==> config.mk <==
export PLATFORM = sky130hd
export DESIGN_NAME = pixel_blend_unit_core
export DESIGN_NICKNAME = d
export VERILOG_FILES = /design/src/rtl/core/pbu_pkg.sv /design/src/rtl/core/pbu_front.sv /design/src/rtl/core/pbu_divider.sv /design/src/rtl/core/pixel_blend_unit_core.sv
export SDC_FILE = /design/constraint.sdc
export NUM_CORES = 2
export LEC_CHECK = 0
export CELL_PAD_IN_SITES_DETAIL_PLACEMENT = 1
export CELL_PAD_IN_SITES_GLOBAL_PLACEMENT = 1
export CORE_MARGIN = 4
export CORE_UTILIZATION = 25
export DETAILED_ROUTE_END_ITERATION = 10
export DONT_BUFFER_PORTS = 1
export HOLD_SLACK_MARGIN = 0.08
export PLACE_DENSITY = 0.55
export SYNTH_ARGS = -nofsm -noshare
export SYNTH_HDL_FRONTEND = slang
export SYNTH_SLANG_ARGS = --single-unit
==> constraint.sdc <==
create_clock -name clk -period 21.2 [get_ports clk]
set_clock_uncertainty 0.15 [all_clocks]
set_input_delay 3.18 -clock clk [delete_from_list [all_inputs] [get_ports clk]]
set_output_delay 3.18 -clock clk [all_outputs]
set_load 0.02 [all_outputs]
==> src/rtl/core/pbu_pkg.sv <==
// ----------------------------------------------------------------------------
// pbu_pkg
// Shared widths, types and codes of the pixel blend unit.
// ----------------------------------------------------------------------------
package pbu_pkg;

	// channel width and derived widths
	localparam int CHANNEL_BITS  = 8;
	localparam int CW            = CHANNEL_BITS;
	localparam int PW            = 2 * CW;        // channel product
	localparam int MW            = 3 * CW;        // colour times weight
	localparam int NW            = 3 * CW + 1;    // dividend
	localparam int DW            = 2 * CW + 1;    // divisor
	localparam int LANES         = 4;
	localparam int COLOURS       = 3;
	localparam int LANE_A        = 3;             // alpha lane
	localparam logic [CW-1:0] CH_FULL = {CW{1'b1}};
	// half an LSB of the result, added before a divide by full scale
	localparam logic [PW-1:0] ROUND_HALF = PW'(1) << (CW - 1);

	// configuration port
	localparam int MIN_ALPHA_BITS = 8;
	localparam int CFG_DATA_BITS  = 8;
	localparam int REG_IDX_BITS   = 1;
	localparam logic [REG_IDX_BITS-1:0] REG_BLEND_MODE = 1'b0;
	localparam logic [REG_IDX_BITS-1:0] REG_MIN_ALPHA  = 1'b1;
	localparam logic [MIN_ALPHA_BITS-1:0] MIN_ALPHA_RST = 8'd1;
	localparam int TW = (CW > MIN_ALPHA_BITS) ? CW : MIN_ALPHA_BITS;

	// pipeline depth
	localparam int FRONT_STAGES = 3;
	localparam int DIV_STAGES   = CW;             // one quotient bit per stage
	localparam int NSTG         = FRONT_STAGES + DIV_STAGES + 1;

	typedef enum logic [1:0] {
		MODE_OVER = 2'd0,
		MODE_MUL  = 2'd1,
		MODE_ADD  = 2'd2,
		MODE_AVG  = 2'd3
	} blend_mode_t;

	typedef logic [LANES-1:0][CW-1:0]   pix_t;
	typedef logic [COLOURS-1:0][CW-1:0] col_t;
	typedef logic [LANES-1:0][PW-1:0]   prod_vec_t;
	typedef logic [COLOURS-1:0][MW-1:0] wprod_vec_t;
	typedef logic [COLOURS-1:0][NW-1:0] dvd_vec_t;
	typedef logic [COLOURS-1:0][DW-1:0] dvs_vec_t;

	// sideband that rides along the divider
	typedef struct packed {
		blend_mode_t mode;
		logic        den_zero;
		pix_t        simple;
	} pbu_tag_t;

endpackage

==> src/rtl/core/pbu_front.sv <==
// ----------------------------------------------------------------------------
// pbu_front
// Weights, products and divider operands: three pipeline stages.
// ----------------------------------------------------------------------------
module pbu_front (
	input  logic                              clk,
	input  logic [pbu_pkg::FRONT_STAGES-1:0]  en,
	input  pbu_pkg::blend_mode_t              mode,
	input  pbu_pkg::pix_t                     bg,
	input  pbu_pkg::pix_t                     fg,
	output pbu_pkg::dvd_vec_t                 dvd,
	output pbu_pkg::dvs_vec_t                 dvs,
	output pbu_pkg::pbu_tag_t                 tag
);
	import pbu_pkg::*;

	logic [CW:0]   sum_c [COLOURS];
	pix_t          simple_c;

	logic [PW-1:0] fw_s1;
	logic [PW-1:0] bw_s1;
	prod_vec_t     prod_s1;
	col_t          bg_s1;
	col_t          fg_s1;
	pix_t          simple_s1;
	blend_mode_t   mode_s1;

	wprod_vec_t    pf_s2;
	wprod_vec_t    pb_s2;
	logic [PW-1:0] den_s2;
	prod_vec_t     prod_s2;
	pix_t          simple_s2;
	blend_mode_t   mode_s2;

	logic [MW-1:0] num_c [COLOURS];
	dvd_vec_t      dvd_c;
	dvs_vec_t      dvs_c;
	logic [PW-1:0] rnd_c [LANES];
	pix_t          scaled_c;
	pix_t          simple_nx_c;

	dvd_vec_t      dvd_s3;
	dvs_vec_t      dvs_s3;
	pbu_tag_t      tag_s3;

	// saturated sum for add, truncated mean for average, larger alpha
	always_comb begin
		for (int l = 0; l < COLOURS; l++) begin
			sum_c[l] = {1'b0, bg[l]} + {1'b0, fg[l]};
			if (mode == MODE_ADD) begin
				simple_c[l] = sum_c[l][CW] ? CH_FULL : sum_c[l][CW-1:0];
			end else begin
				simple_c[l] = sum_c[l][CW:1];
			end
		end
		simple_c[LANE_A] = (bg[LANE_A] > fg[LANE_A]) ? bg[LANE_A] : fg[LANE_A];
	end

	// stage 1: alpha weights and channel products
	always_ff @(posedge clk) begin
		if (en[0]) begin
			fw_s1 <= (PW'(fg[LANE_A]) << CW) - PW'(fg[LANE_A]);
			bw_s1 <= PW'(bg[LANE_A]) * PW'(CH_FULL - fg[LANE_A]);
			for (int l = 0; l < LANES; l++) begin
				prod_s1[l] <= PW'(bg[l]) * PW'(fg[l]);
			end
			for (int l = 0; l < COLOURS; l++) begin
				bg_s1[l] <= bg[l];
				fg_s1[l] <= fg[l];
			end
			simple_s1 <= simple_c;
			mode_s1   <= mode;
		end
	end

	// stage 2: weighted colours and new alpha numerator
	always_ff @(posedge clk) begin
		if (en[1]) begin
			for (int l = 0; l < COLOURS; l++) begin
				pf_s2[l] <= MW'(fg_s1[l]) * MW'(fw_s1);
				pb_s2[l] <= MW'(bg_s1[l]) * MW'(bw_s1);
			end
			den_s2    <= fw_s1 + bw_s1;
			prod_s2   <= prod_s1;
			simple_s2 <= simple_s1;
			mode_s2   <= mode_s1;
		end
	end

	// build rounded dividend and doubled divisor per colour lane
	always_comb begin
		for (int l = 0; l < COLOURS; l++) begin
			num_c[l] = pf_s2[l] + pb_s2[l];
			dvd_c[l] = (NW'(num_c[l]) << 1) + NW'(den_s2);
			dvs_c[l] = DW'(den_s2) << 1;
		end
	end

	// rounded divide by full scale with shift and add: products, new alpha
	always_comb begin
		for (int l = 0; l < LANES; l++) begin
			if (mode_s2 == MODE_OVER && l == LANE_A) begin
				rnd_c[l] = den_s2 + ROUND_HALF;
			end else begin
				rnd_c[l] = prod_s2[l] + ROUND_HALF;
			end
			scaled_c[l] = CW'((rnd_c[l] + (rnd_c[l] >> CW)) >> CW);
		end
		simple_nx_c = simple_s2;
		unique case (mode_s2)
			MODE_OVER:          simple_nx_c[LANE_A] = scaled_c[LANE_A];
			MODE_MUL:           simple_nx_c = scaled_c;
			MODE_ADD, MODE_AVG: ;
		endcase
	end

	// stage 3: divider operands
	always_ff @(posedge clk) begin
		if (en[2]) begin
			dvd_s3          <= dvd_c;
			dvs_s3          <= dvs_c;
			tag_s3.mode     <= mode_s2;
			tag_s3.den_zero <= (den_s2 == '0);
			tag_s3.simple   <= simple_nx_c;
		end
	end

	assign dvd = dvd_s3;
	assign dvs = dvs_s3;
	assign tag = tag_s3;

endmodule

==> src/rtl/core/pbu_divider.sv <==
// ----------------------------------------------------------------------------
// pbu_divider
// Pipelined restoring divider, three colour lanes, one quotient bit per stage.
// ----------------------------------------------------------------------------
module pbu_divider (
	input  logic                            clk,
	input  logic [pbu_pkg::DIV_STAGES-1:0]  en,
	input  pbu_pkg::dvd_vec_t               dvd,
	input  pbu_pkg::dvs_vec_t               dvs,
	input  pbu_pkg::pbu_tag_t               tag_in,
	output pbu_pkg::col_t                   quo,
	output pbu_pkg::pbu_tag_t               tag_out
);
	import pbu_pkg::*;

	dvd_vec_t rem_sn [DIV_STAGES];
	dvs_vec_t dvs_sn [DIV_STAGES];
	col_t     quo_sn [DIV_STAGES];
	pbu_tag_t tag_sn [DIV_STAGES];

	for (genvar j = 0; j < DIV_STAGES; j++) begin : g_stage
		localparam int K = DIV_STAGES - 1 - j;

		dvd_vec_t      rem_in;
		dvd_vec_t      rem_nx;
		dvs_vec_t      dvs_in;
		col_t          quo_in;
		col_t          quo_nx;
		pbu_tag_t      tag_w;
		logic [NW-1:0] trial [COLOURS];

		if (j == 0) begin : g_first
			assign rem_in = dvd;
			assign dvs_in = dvs;
			assign quo_in = '0;
			assign tag_w  = tag_in;
		end else begin : g_next
			assign rem_in = rem_sn[j-1];
			assign dvs_in = dvs_sn[j-1];
			assign quo_in = quo_sn[j-1];
			assign tag_w  = tag_sn[j-1];
		end

		// trial subtract of the shifted divisor
		always_comb begin
			rem_nx = rem_in;
			quo_nx = quo_in;
			for (int l = 0; l < COLOURS; l++) begin
				trial[l] = NW'(dvs_in[l]) << K;
				if (rem_in[l] >= trial[l]) begin
					rem_nx[l]    = rem_in[l] - trial[l];
					quo_nx[l][K] = 1'b1;
				end
			end
		end

		always_ff @(posedge clk) begin
			if (en[j]) begin
				rem_sn[j] <= rem_nx;
				dvs_sn[j] <= dvs_in;
				quo_sn[j] <= quo_nx;
				tag_sn[j] <= tag_w;
			end
		end
	end

	assign quo     = quo_sn[DIV_STAGES-1];
	assign tag_out = tag_sn[DIV_STAGES-1];

endmodule

==> src/rtl/core/pixel_blend_unit_core.sv <==
// ----------------------------------------------------------------------------
// pixel_blend_unit_core
// RGBA blender: alpha over, multiply, add and average of two pixels.
// ----------------------------------------------------------------------------
// Takes one background/foreground pixel pair per clock and returns one
// blended pixel per clock once the pipeline is full, while blend_ready is
// high. Three stages form the weights, the products and the rounded
// divides by full scale (shift and add), a restoring divider resolves one
// quotient bit per stage for the rounded colour divide by the new alpha,
// and one output register selects the result. Each stage holds on its own
// when the next one is full and cannot move, so bubbles close up and a
// request can still be taken while a finished pixel waits on blend_ready,
// as long as a stage is empty. Write blend_mode and min_alpha only while
// no pixel is in flight.
module pixel_blend_unit_core (
	input  logic                                  clk,
	input  logic                                  arst_n,
	input  logic                                  cfg_we,
	input  logic [pbu_pkg::REG_IDX_BITS-1:0]      cfg_idx,
	input  logic [pbu_pkg::CFG_DATA_BITS-1:0]     cfg_data,
	input  logic                                  pair_valid,
	output logic                                  pair_ready,
	input  logic [pbu_pkg::CW-1:0]                bg_red,
	input  logic [pbu_pkg::CW-1:0]                bg_green,
	input  logic [pbu_pkg::CW-1:0]                bg_blue,
	input  logic [pbu_pkg::CW-1:0]                bg_alpha,
	input  logic [pbu_pkg::CW-1:0]                fg_red,
	input  logic [pbu_pkg::CW-1:0]                fg_green,
	input  logic [pbu_pkg::CW-1:0]                fg_blue,
	input  logic [pbu_pkg::CW-1:0]                fg_alpha,
	output logic                                  blend_valid,
	input  logic                                  blend_ready,
	output logic [pbu_pkg::CW-1:0]                out_red,
	output logic [pbu_pkg::CW-1:0]                out_green,
	output logic [pbu_pkg::CW-1:0]                out_blue,
	output logic [pbu_pkg::CW-1:0]                out_alpha
);
	import pbu_pkg::*;

	blend_mode_t               blend_mode_q;
	logic [MIN_ALPHA_BITS-1:0] min_alpha_q;
	logic [NSTG-1:0]           stg_valid_q;
	logic [NSTG:0]             en;

	pix_t     bg;
	pix_t     fg;
	dvd_vec_t dvd;
	dvs_vec_t dvs;
	pbu_tag_t tag_front;
	col_t     quo;
	pbu_tag_t tag_div;

	logic     low_alpha;
	pix_t     res_c;
	pix_t     res_sout;
	blend_mode_t mode_sout;

	// configuration registers
	always_ff @(posedge clk or negedge arst_n) begin
		if (!arst_n) begin
			blend_mode_q <= MODE_OVER;
			min_alpha_q  <= MIN_ALPHA_RST;
		end else if (cfg_we) begin
			unique case (cfg_idx)
				REG_BLEND_MODE: blend_mode_q <= blend_mode_t'(cfg_data[1:0]);
				REG_MIN_ALPHA:  min_alpha_q  <= cfg_data[MIN_ALPHA_BITS-1:0];
				default: ;
			endcase
		end
	end

	// stage enables: a stage advances when empty or when the next one moves
	always_comb begin
		en[NSTG] = blend_ready;
		for (int k = NSTG - 1; k >= 0; k--) begin
			en[k] = !stg_valid_q[k] || en[k+1];
		end
	end

	assign pair_ready  = en[0];
	assign blend_valid = stg_valid_q[NSTG-1];

	// advance valid bits along with the data
	always_ff @(posedge clk or negedge arst_n) begin
		if (!arst_n) begin
			stg_valid_q <= '0;
		end else begin
			if (en[0]) begin
				stg_valid_q[0] <= pair_valid;
			end
			for (int k = 1; k < NSTG; k++) begin
				if (en[k]) begin
					stg_valid_q[k] <= stg_valid_q[k-1];
				end
			end
		end
	end

	assign bg = {bg_alpha, bg_blue, bg_green, bg_red};
	assign fg = {fg_alpha, fg_blue, fg_green, fg_red};

	pbu_front u_front (
		.clk  (clk),
		.en   (en[FRONT_STAGES-1:0]),
		.mode (blend_mode_q),
		.bg   (bg),
		.fg   (fg),
		.dvd  (dvd),
		.dvs  (dvs),
		.tag  (tag_front)
	);

	pbu_divider u_divider (
		.clk     (clk),
		.en      (en[FRONT_STAGES+DIV_STAGES-1:FRONT_STAGES]),
		.dvd     (dvd),
		.dvs     (dvs),
		.tag_in  (tag_front),
		.quo     (quo),
		.tag_out (tag_div)
	);

	// select result; alpha over drops to transparent black below the alpha threshold
	always_comb begin
		low_alpha = TW'(tag_div.simple[LANE_A]) < TW'(min_alpha_q);
		unique case (tag_div.mode)
			MODE_OVER: begin
				res_c = (low_alpha || tag_div.den_zero) ? '0 :
					{tag_div.simple[LANE_A], quo};
			end
			MODE_MUL, MODE_ADD, MODE_AVG: res_c = tag_div.simple;
		endcase
	end

	// output register
	always_ff @(posedge clk) begin
		if (en[NSTG-1]) begin
			res_sout  <= res_c;
			mode_sout <= tag_div.mode;
		end
	end

	assign out_red   = res_sout[0];
	assign out_green = res_sout[1];
	assign out_blue  = res_sout[2];
	assign out_alpha = res_sout[LANE_A];

	// an empty output stage never blocks a request
	a_ready_when_drained: assert property (@(posedge clk) disable iff (!arst_n)
		!blend_valid |-> pair_ready)
		else $error("request blocked with empty output stage");

	// a full, stalled pipeline takes no request
	a_full_stall: assert property (@(posedge clk) disable iff (!arst_n)
		(&stg_valid_q) && !blend_ready |-> !pair_ready)
		else $error("request taken while pipeline full and stalled");

	// alpha over never gives a visible alpha below the threshold
	a_over_threshold: assert property (@(posedge clk) disable iff (!arst_n)
		blend_valid && mode_sout == MODE_OVER && out_alpha != '0
		|-> TW'(out_alpha) >= TW'(min_alpha_q))
		else $error("alpha over result below threshold");

	// alpha over with zero alpha is transparent black
	a_over_black: assert property (@(posedge clk) disable iff (!arst_n)
		blend_valid && mode_sout == MODE_OVER && out_alpha == '0
		|-> out_red == '0 && out_green == '0 && out_blue == '0)
		else $error("transparent alpha over result carries colour");

endmodule
# [Word-level counts from Yosys, hierarchy flattened]
# Memory sizes are Yosys's and may differ from the RTL's.
# Index checks and enable logic that the tools add are counted.
[op_classes] n_bitwise=1 muxes=76 add_sub_neg=45 n_eq_ne=5 magnitude_cmp=26 multipliers=11 n_reduce_logical=32
[op_table] op="$mux 25" n=24
[op_table] op="$mul 8x16->24" n=6
[op_table] op="$add 16x8->16 const B" n=5
[op_table] op="$add 25x16->25" n=3
[op_table] op="$ge 25x17->1" n=3
[op_table] op="$ge 25x18->1" n=3
[op_table] op="$ge 25x19->1" n=3
[op_table] op="$ge 25x20->1" n=3
[op_table] op="$ge 25x21->1" n=3
[op_table] op="$ge 25x22->1" n=3
[op_table] op="$ge 25x23->1" n=3
[op_table] op="$ge 25x24->1" n=3
[op_table] op="$sub 25x17->25" n=3
[op_table] op="$sub 25x18->25" n=3
[op_table] op="$sub 25x19->25" n=3
[op_table] op="$sub 25x20->25" n=3
[op_table] op="$sub 25x21->25" n=3
[op_table] op="$sub 25x22->25" n=3
[op_table] op="$sub 25x23->25" n=3
[op_table] op="$sub 25x24->25" n=3
[op_table] op="$add 24x24->24" n=3
[op_table] op="$add 16x8->16" n=4
[op_table] op="$mul 8x8->16" n=4
[op_table] op="$mux 8" n=8
[op_table] op="22 further kinds" n=91
[word_totals] mem_bits_rw=1480 word_cells=261 mem_count=4 reg_bits=616
[memory_table] memory="u_divider.rem_sn" words=8 width=75 read_ports=7 rd_clocked_by_memory_dff=0 write_ports=8 line="pbu_divider.sv:16" rtl="dvd_vec_t rem_sn [DIV_STAGES];"
[memory_table] memory="u_divider.dvs_sn" words=8 width=51 read_ports=7 rd_clocked_by_memory_dff=0 write_ports=8 line="pbu_divider.sv:17" rtl="dvs_vec_t dvs_sn [DIV_STAGES];"
[memory_table] memory="u_divider.tag_sn" words=8 width=35 read_ports=8 rd_clocked_by_memory_dff=0 write_ports=8 line="pbu_divider.sv:19" rtl="pbu_tag_t tag_sn [DIV_STAGES];"
[memory_table] memory="u_divider.quo_sn" words=8 width=24 read_ports=8 rd_clocked_by_memory_dff=0 write_ports=8 line="pbu_divider.sv:18" rtl="col_t quo_sn [DIV_STAGES];"

# [Depth between registers and ports, before layout]
[depth] depth_word=13 depth_mapped=21 mapped_depth_nobuf=20

# [Modules after synthesis]
# From an unflattened synthesis, not the netlist that was laid out.
[unflattened] cells_unflattened=11319 area_unflattened_um2=126890.4
[modules_own_cells] mod="pbu_divider" area_per_inst_um2=63876.3 instances=1 cells_per_inst=5203 seq_area_each_um2=38136.6
[modules_own_cells] mod="pbu_front" area_per_inst_um2=60535.6 instances=1 cells_per_inst=5901 seq_area_each_um2=16786.1
[modules_own_cells] mod="pixel_blend_unit_core" area_per_inst_um2=2478.6 instances=1 cells_per_inst=215 seq_area_each_um2=1512.7

# [Worst setup path after synthesis]
# OpenSTA, ideal clock, no wires.
[synth_timing] path_kind="input-to-output" start="in blend_ready" end="out pair_ready" path_buffers=0 required_time_ns=17.870 arrival_ns=16.547 cell_stages=8 slack_ns=1.323 cell_sequence="nor2b_1 > and2_1 > and3_1 > nand4_1 > nor2_1 > nand3_1 > inv_1 > nand3_1"
[synth_via] elab_chain_cells=12
[synth_lines] item="start: declaration" line="pixel_blend_unit_core.sv:32" rtl="input logic blend_ready,"
[synth_lines] item="$logic_or 1x1->1 (7 in a row)" line="pixel_blend_unit_core.sv:76" rtl="en[k] = !stg_valid_q[k] || en[k+1];"
[synth_lines] item="named net en[5]" line="pixel_blend_unit_core.sv:43" rtl="logic [NSTG:0] en;"
[synth_lines] item="$logic_or 1x1->1 (3 in a row)" line="pixel_blend_unit_core.sv:76"
[synth_lines] item="named net en[2]" line="pixel_blend_unit_core.sv:43"
[synth_lines] item="$logic_or 1x1->1 (2 in a row)" line="pixel_blend_unit_core.sv:76"
[synth_lines] item="end: declaration" line="pixel_blend_unit_core.sv:22" rtl="output logic pair_ready,"
# The timed path passes the listed nets, and every way through them passes these cells.

# [Worst setup path after layout]
# Ends and elaborated chain as after synthesis.

==> qor.yml <==
status: "finished, final reports clean"
start_kind: "primary input"
htreeDepth: 4
wire_per_inst_um: 19.8
period_share: 0.454
cts_resized: 0
hold_viol: 0
clock_path_buffers: 4
min_to: "u_divider.quo_sn[0][55]$_DFFE_PP_"
port_buffers: 0
cp_max_fo: 31
fp.dieW_um: 687
setup_viol: 0
rsz0062_at_grt: "false"
tightest_slew_ns: 1.30
crit_type: "in -> out"
grt_first_pass_wirelength_um: 508000
period_needed_ns: 9.62
io_pins: 112
pre_cts_slack_ns: 11.45
grt_pass1_vias: 80700
coreArea_um2: 460000
ys_ff_latch: 1617
whs_path_depth: 0
postCtsSetupBuffers: 0
grt_antenna_before_repair: 21
timing.fmax_mhz: 104
reg2reg_depth: 19
drive_gt1_frac: 0.0590
slew_headroom: 0.127
r2r-start: "u_front.bg_s1[19]$_DFFE_PP_"
drc: 0
die_h_um: 687
synth_cell_type_count: 108
synth_top_cell_by_area: "edfxtp_1"
cts_made_buffers: 196
synth_edf_count: 1595
hold_buffers: 0
insertion_delay_ns: 0.94
synthTopCellsByArea: "edfxtp_1 42%, fa_1 12%, ha_1 11%"
grt.overflow.total: 0
rows: 249
cp.arrival_ns: 6.29
place.gp.congestion: 0.846
routed_wl_um: 332000
synth_flop_cell: "edfxtp_1"
tritoncts: "built"
first_pass_iters: 5
min_path_type: "reg -> reg"
start_util: 0.251
viasPerCell: 4.46
maxCapViolCount: 0
final-max-slew-violation-count: 0
num-nets-final: 12300
cts_sinks: 1617
grt_usage: 0.140
finalWorstSetupSlack_ns: 11.58
cts_root_buf: "clkbuf_16"
syn2layout_area_growth_pct: 12.3
async_reset_ff_frac: 0.0136
route.vias.total: 74800
syn_inst: 10400
hold_start: "u_divider.quo_sn[0][31]$_DFFE_PP_"
dieArea_um2: 472000
setup_tns_ns: 0
cp.required_ns: 17.87
ant_nets: 0
clkTransAtPathRegs_ns: 0.06
hpwl_um: 262000
timing.rr.end: "u_front.pb_s2[71]$_DFFE_PP_"
synth_top_area_frac: 0.416
cp-end-kind: "primary output"
netlist_area_um2: 115000
r2r_slack_ns: 14.79
grt_max_degree: 122
seq_area_frac_synth: 0.420
syn_avg_cell_area_um2: 11.1
drt-initial-drc-count: 3380
ys.warnings.count: 0
synthesis.nets: 12200
==> how the worst max path moves through the flow <==
stage / start / end / cells after the start
after global placement: blend_ready / pair_ready / 10
after detailed placement: blend_ready / pair_ready / 10
final: blend_ready / pair_ready / 10
after global routing: blend_ready / pair_ready / 10
after CTS: blend_ready / pair_ready / 10
after floorplan: blend_ready / pair_ready / 8
==> synthesized netlist by cell type, types with 38 or more instances <==
library cell	count
a21o_1	183
xor2_1	212
edfxtp_1	1595
mux2_2	117
nor2b_1	140
nand2_1	783
or3_1	60
nor4_1	44
and3_1	44
or2_2	38
o211ai_1	43
nor3_1	150
and2_1	782
nand4_1	72
nand3_1	138
ha_1	1033
o21a_1	77
fa_1	715
o21bai_1	59
nor2_1	543
clkbuf_1	204
a21boi_0	71
o31ai_1	52
o21ai_0	431
nand2b_1	85
mux2i_1	40
inv_1	1224
a21oi_1	530
xnor2_1	426
a211oi_1	61
==> layout make-up <==
class                   instances  area [µm²]
clock inverters               119        1310
clock buffers                 236        5100
repair buffers                101         771
well taps                    6149        7690
multi-input cells            7329       61400
inverters                    1228        4620
diodes                         14        35.0
fillers                     51400      330000
flip-flops and latches       1617       48400
==> state kept, by name, summed over array words and instances, names as in the netlist, 12 cells and up <==
name and count:
u_front.den_s2 16, u_divider.tag_sn 280, u_front.fg_s1 24, u_front.prod_s2 64, u_front.tag 35, u_divider.quo_sn 108
u_front.bw_s1 16, u_front.bg_s1 24, u_front.simple_s1 32, u_front.pb_s2 72, stg_valid_q 12, u_front.fw_s1 16
u_divider.dvs_sn 105, u_front.dvd 73, u_front.prod_s1 64, u_front.dvs 15, u_divider.rem_sn 511, u_front.pf_s2 72
u_front.simple_s2 32
==> layer usage <==
layer	vias to the layer above	global-route usage	part of all wire
met1	37500	0.173	0.43
met2	695	0.255	0.51
met3	377	0.0156	0.025
met4	0	0.0411	0.032
met5	-	0	0
li1	36200	-	-
==> cells by family after synthesis <==
logic type,Yosys count,share of synthesized area
adder cells (fa/ha/maj),1748,0.236
AO/OA/AOI/OAI,1782,0.0984
flip-flops,1617,0.420
AND/OR/NAND/NOR,3000,0.133
buffers and inverters,1449,0.0474
multiplexers,159,0.0151
XOR/XNOR,640,0.0488
==> worst max-delay path, stage by stage <==
cell	delay, ns
nor2b_1	0.19
and2_1	0.30
and3_1	0.45
nand4_1	0.14
buf_4	0.24
nor2_1	0.54
nand3_4	0.47
inv_1	0.31
nand3_4	0.08
buf_4	0.29
==> per-stage QoR <==
stage / hold WS (ns) / utilization / area (µm²) / cells
floorplan: 0.250 / - / 115000 / 10400
global placement: 0.251 / 0.268 / 123000 / 16400
detailed placement: 0.255 / 0.268 / 123000 / 16400
CTS: 0.226 / 0.282 / 129000 / 16800
global route: 0.244 / 0.282 / 129000 / 16800
finish: 0.250 / 0.282 / 129000 / 16800
==> layout by cell type, fill, tap and decap left out, drive strengths merged, types with 85 or more instances in the layout <==
master	n
inv	1237
clkbuf	236
nor2b	140
ha	1033
buf	101
xnor2	427
edfxtp	1595
a21o	185
nand3	139
xor2	212
nand2b	85
mux2	119
a21oi	534
nand2	783
and2	783
nor2	543
fa	715
o21ai	447
nor3	151
Power is not shown: default switching activity piles up to over one toggle a cycle in this logic, so the estimate is an artifact.
